==> src/sv/ptl_pkg.sv <==
// shared types and constants for the phrase trie lookup block
`timescale 1ns / 1ps

package ptl_pkg;

    localparam int KEY_W    = 16;
    localparam int PHRASE_W = 21;
    localparam int CHILD_W  = 17;
    localparam int IDX_W    = 16;

    localparam logic signed [PHRASE_W-1:0] NOT_FOUND_ID = '1;

    typedef enum logic {
        CMD_WRITE  = 1'b0,
        CMD_LOOKUP = 1'b1
    } ptl_cmd_t;

    typedef enum logic [1:0] {
        ST_IDLE,
        ST_NODE,
        ST_SCAN,
        ST_RESULT
    } ptl_state_t;

    typedef struct packed {
        logic [KEY_W-1:0]           key;
        logic signed [PHRASE_W-1:0] phrase;
        logic signed [CHILD_W-1:0]  first_child;
        logic signed [CHILD_W-1:0]  last_child;
    } ptl_entry_t;

    typedef struct packed {
        logic             hit;
        logic             fail;
        logic [IDX_W-1:0] next_idx;
        logic [IDX_W-1:0] next_last;
    } ptl_step_t;

endpackage

==> src/sv/ptl_step.sv <==
// step unit: range check of a node entry, or key compare of one child
`timescale 1ns / 1ps

module ptl_step #(
    parameter int NODE_COUNT = 65536
) (
    input  logic                      is_node,
    input  ptl_pkg::ptl_entry_t       entry,
    input  logic [ptl_pkg::IDX_W-1:0] cur_idx,
    input  logic [ptl_pkg::IDX_W-1:0] last_idx,
    input  logic [ptl_pkg::KEY_W-1:0] sym,
    output ptl_pkg::ptl_step_t        step
);
    import ptl_pkg::*;

    localparam logic [31:0] NODE_LIMIT = 32'(NODE_COUNT);

    logic [IDX_W:0] inc;

    assign inc = {1'b0, cur_idx} + (IDX_W+1)'(1);

    always_comb
    begin
        step = '0;
        if (is_node)
        begin
            if (entry.first_child < 0 || entry.last_child < entry.first_child
                || 32'($unsigned(entry.first_child)) >= NODE_LIMIT)
            begin
                step.fail = 1'b1;
            end
            else
            begin
                step.next_idx  = entry.first_child[IDX_W-1:0];
                step.next_last = entry.last_child[IDX_W-1:0];
            end
        end
        else
        begin
            step.next_last = last_idx;
            if (entry.key == sym)
            begin
                step.hit = 1'b1;
            end
            else if (cur_idx == last_idx || 32'(inc) >= NODE_LIMIT)
            begin
                step.fail = 1'b1;
            end
            else
            begin
                step.next_idx = inc[IDX_W-1:0];
            end
        end
    end

endmodule
==> config.mk <==
export PLATFORM = sky130hd
export DESIGN_NAME = ptl_step
export DESIGN_NICKNAME = d
export VERILOG_FILES = /design/src/sv/ptl_pkg.sv /design/src/sv/ptl_step.sv
export SDC_FILE = /design/constraint.sdc
export NUM_CORES = 1
export LEC_CHECK = 0
export BUFFER_PORTS_ARGS = -buffer_cell sky130_fd_sc_hd__buf_2
export CORE_UTILIZATION = 39
export DETAILED_ROUTE_END_ITERATION = 8
export GPL_TIMING_DRIVEN = 0
export PLACE_DENSITY = 0.87
export SLEW_MARGIN = 10
export SYNTH_ARGS = -nofsm -noshare
export SYNTH_HDL_FRONTEND = slang
export SYNTH_SLANG_ARGS = --single-unit
==> constraint.sdc <==
create_clock -name vclk -period 5.5
set_input_delay 1.1 -clock vclk [all_inputs]
set_output_delay 1.1 -clock vclk [all_outputs]
set_load 0.1 [all_outputs]
==> summary.md <==
| Metric | Value |
|---|---|
| Startpoint Class | `input pin` |
| DP HPWL | `4.383 mm` |
| Synth top area cells | `xor2_1, ha_1, xnor2_1` |
| Relative slew slack | `66.49%` |
| Core Area | `3363 um2` |
| Initial antenna violation count | `0` |
| Vias per cell | `5.348` |
| Routability cong. | `0.8275` |
| Die W | `61.68 um` |
| Antenna Nets Post-Route | `0` |
| Adder-cell area share of the yosys netlist | `15.32%` |
| Final setup viols | `0` |
| Max VDD drop | `0.06330 mV` |
| Die Ht | `61.68 um` |
| Fin. Hold Viols | `0` |
| Seq/Total Area, Yosys | `0%` |
| Min cycle time layout | `4.934 ns` |
| Max Fclk | `0.2027 GHz` |
| Leak Pwr | `1.171 nW` |
| Tcrit/Tclk final | `89.71%` |
| CLK BUF | `0` |
| Pwr Total | `322.8 uW` |
| Post-CTS setup buffer count | `0` |
| Post-Place Worst Slack | `0.6102 ns` |
| Fillers | `348` |
| Simple-Gate Fraction of Synth Area | `19.28%` |
| Vias | `1,936` |
| RSZ-0062 raised after global routing | `false` |
| # rows | `21` |
| Drt pass-1 iters | `4` |
| Commonest cells post-synth | `xor2_1, xnor2_1, inv_1` |
| Gr usage total | `25.16%` |
| Max FO, Critical Path | `10` |
| Yosys cell types | `31` |
| Routed WL per cell | `13.78 um` |
| Synth area leader | `xor2_1` |
| DIE AREA | `3804 um2` |
| WS Path Type | `in -> out` |
| DR iter-0 viols | `91` |
| Syn nets | `320` |
| Mean post-synth cell area | `7.589 um2` |
| Seq cells | `0` |
| Min-Delay Startpoint | `entry[24]` |
| Synthesized cell area | `1389 um2` |
| DRC errors left | `0` |
| CP required | `4.40 ns` |
| Hold Buf Count CTS | `0` |
| Pwr dens | `152.9 nW/um2` |
| Post-Synth XOR/XNOR Area | `29.01%` |
| Area share of the largest cell type after synthesis | `17.03%` |
| Yosys warning count | `0` |
| Antenna fix cells | `0` |
| Post-CTS Resized | `0` |
| Hold Crit Depth | `3` |
| Largest family of logic cells by synthesized area | `XOR/XNOR gates` |
| Hold Path Class | `in -> out` |
| Total congestion overflow | `0` |
| Routed WL | `4.990 mm` |
| Worst Hold End | `step[23]` |
| Max Cap Violations | `0` |
| Area grow syn2layout | `52.07%` |
| NumNets Final | `455` |
| Port buffer count | `133` |
| Setup_tns | `0 ns` |
| Compound-Gate Fraction of Synth Area | `28.29%` |
| Io pins | `154` |
| Storage element area | `0 um2` |
| Starting Density | `41.29%` |
| Slew of the pin with the lowest slew margin | `0.5061 ns` |
| Finished Core Util | `62.80%` |
| Arrival @ worst endpoint | `3.83 ns` |
| Final slew viol count | `0` |
| First-pass GRT wire length | `7.334 mm` |
| Post-Syn Instances | `183` |
| Most common cell in the synthesized netlist | `xor2_1` |
| CP endpoint kind | `output pin` |
| Vias in the first global route | `1,725` |
| Status | `complete, no violations` |
| Mux cell area share after synthesis | `0.7207%` |
| Worst setup margin | `0.5661 ns` |
| Layout cell share with drive strength beyond 1 | `43.67%` |
| Largest net degree at the start of global routing | `11` |
## worst max-delay path, cell delays in order
cell	delay (ns)
buf_2	0.10
inv_1	0.04
ha_1	0.29
a21o_1	0.19
a21o_1	0.17
a211o_1	0.32
a211oi_2	0.27
mux2i_1	0.42
buf_2	0.31
a22o_1	0.19
buf_2	0.43
## logic make-up (layout without fill, tap and decap cells)
logic type,after synthesis,after routing
muxes,1,1
xor gates and xnor gates,46,46
and+or+nand+nor,46,46
buffers and inverters,26,159
AOI/OAI and AO/OA,47,47
adders and majority gates,17,17
## stage by stage
step / hold slack, ns / std cells / area, um2
final: 2.698 / 362 / 2112
after global routing: 2.708 / 362 / 2112
after CTS: 2.696 / 362 / 2112
after detailed placement: 2.696 / 362 / 2112
after global placement: 2.697 / 362 / 2112
after floorplan: 2.711 / 183 / 1389
## cells in the final DEF (no fill, tap or decap), types with 2 or more instances in the layout
cell type and count:
buf_2 137, nand4_1 7, clkbuf_1 2, ha_1 17
inv_1 18, and3_1 4, or3_1 2, a21o_1 6
and4_1 5, a22o_1 16, nand3_1 9, xor2_1 27
a21oi_1 3, and2_1 2, o2bb2ai_1 16, nor4_1 5
nand2_1 8, xnor2_1 19
## worst max-delay path by stage
stage / start / to / cells past startpoint / slack (ns)
after floorplan: entry[19] / step[22] / 9 / 0.76
after global placement: entry[19] / step[8] / 11 / 0.65
after detailed placement: entry[19] / step[10] / 11 / 0.61
after CTS: entry[19] / step[10] / 11 / 0.60
after global routing: entry[19] / step[13] / 11 / 0.43
final: entry[19] / step[13] / 11 / 0.57
## metal layers
metal	GRT usage (%)	vias up	part of all wire (%)
met4	5.397	0	1.4
met3	2.941	10	7.5
li1	-	950	-
met5	0	-	0
met2	47.16	98	51
met1	30.43	878	40
## cell type report
type | instances | area [um2] | area share, %
well taps | 46 | 57.56 | 2.725
inverters | 19 | 71.32 | 3.377
plain buffers | 7 | 31.28 | 1.481
repair buffers | 133 | 665.6 | 31.52
multi-input cells | 157 | 1286 | 60.90
## power breakdown
group          internal (mW)  total (mW)  switching [mW]  leakage, nW
logic                 0.0857       0.323           0.237         1.17
clock network              0           0               0            0
registers                  0           0               0            0
No activity file was read; power rests on OpenSTA's default activity.
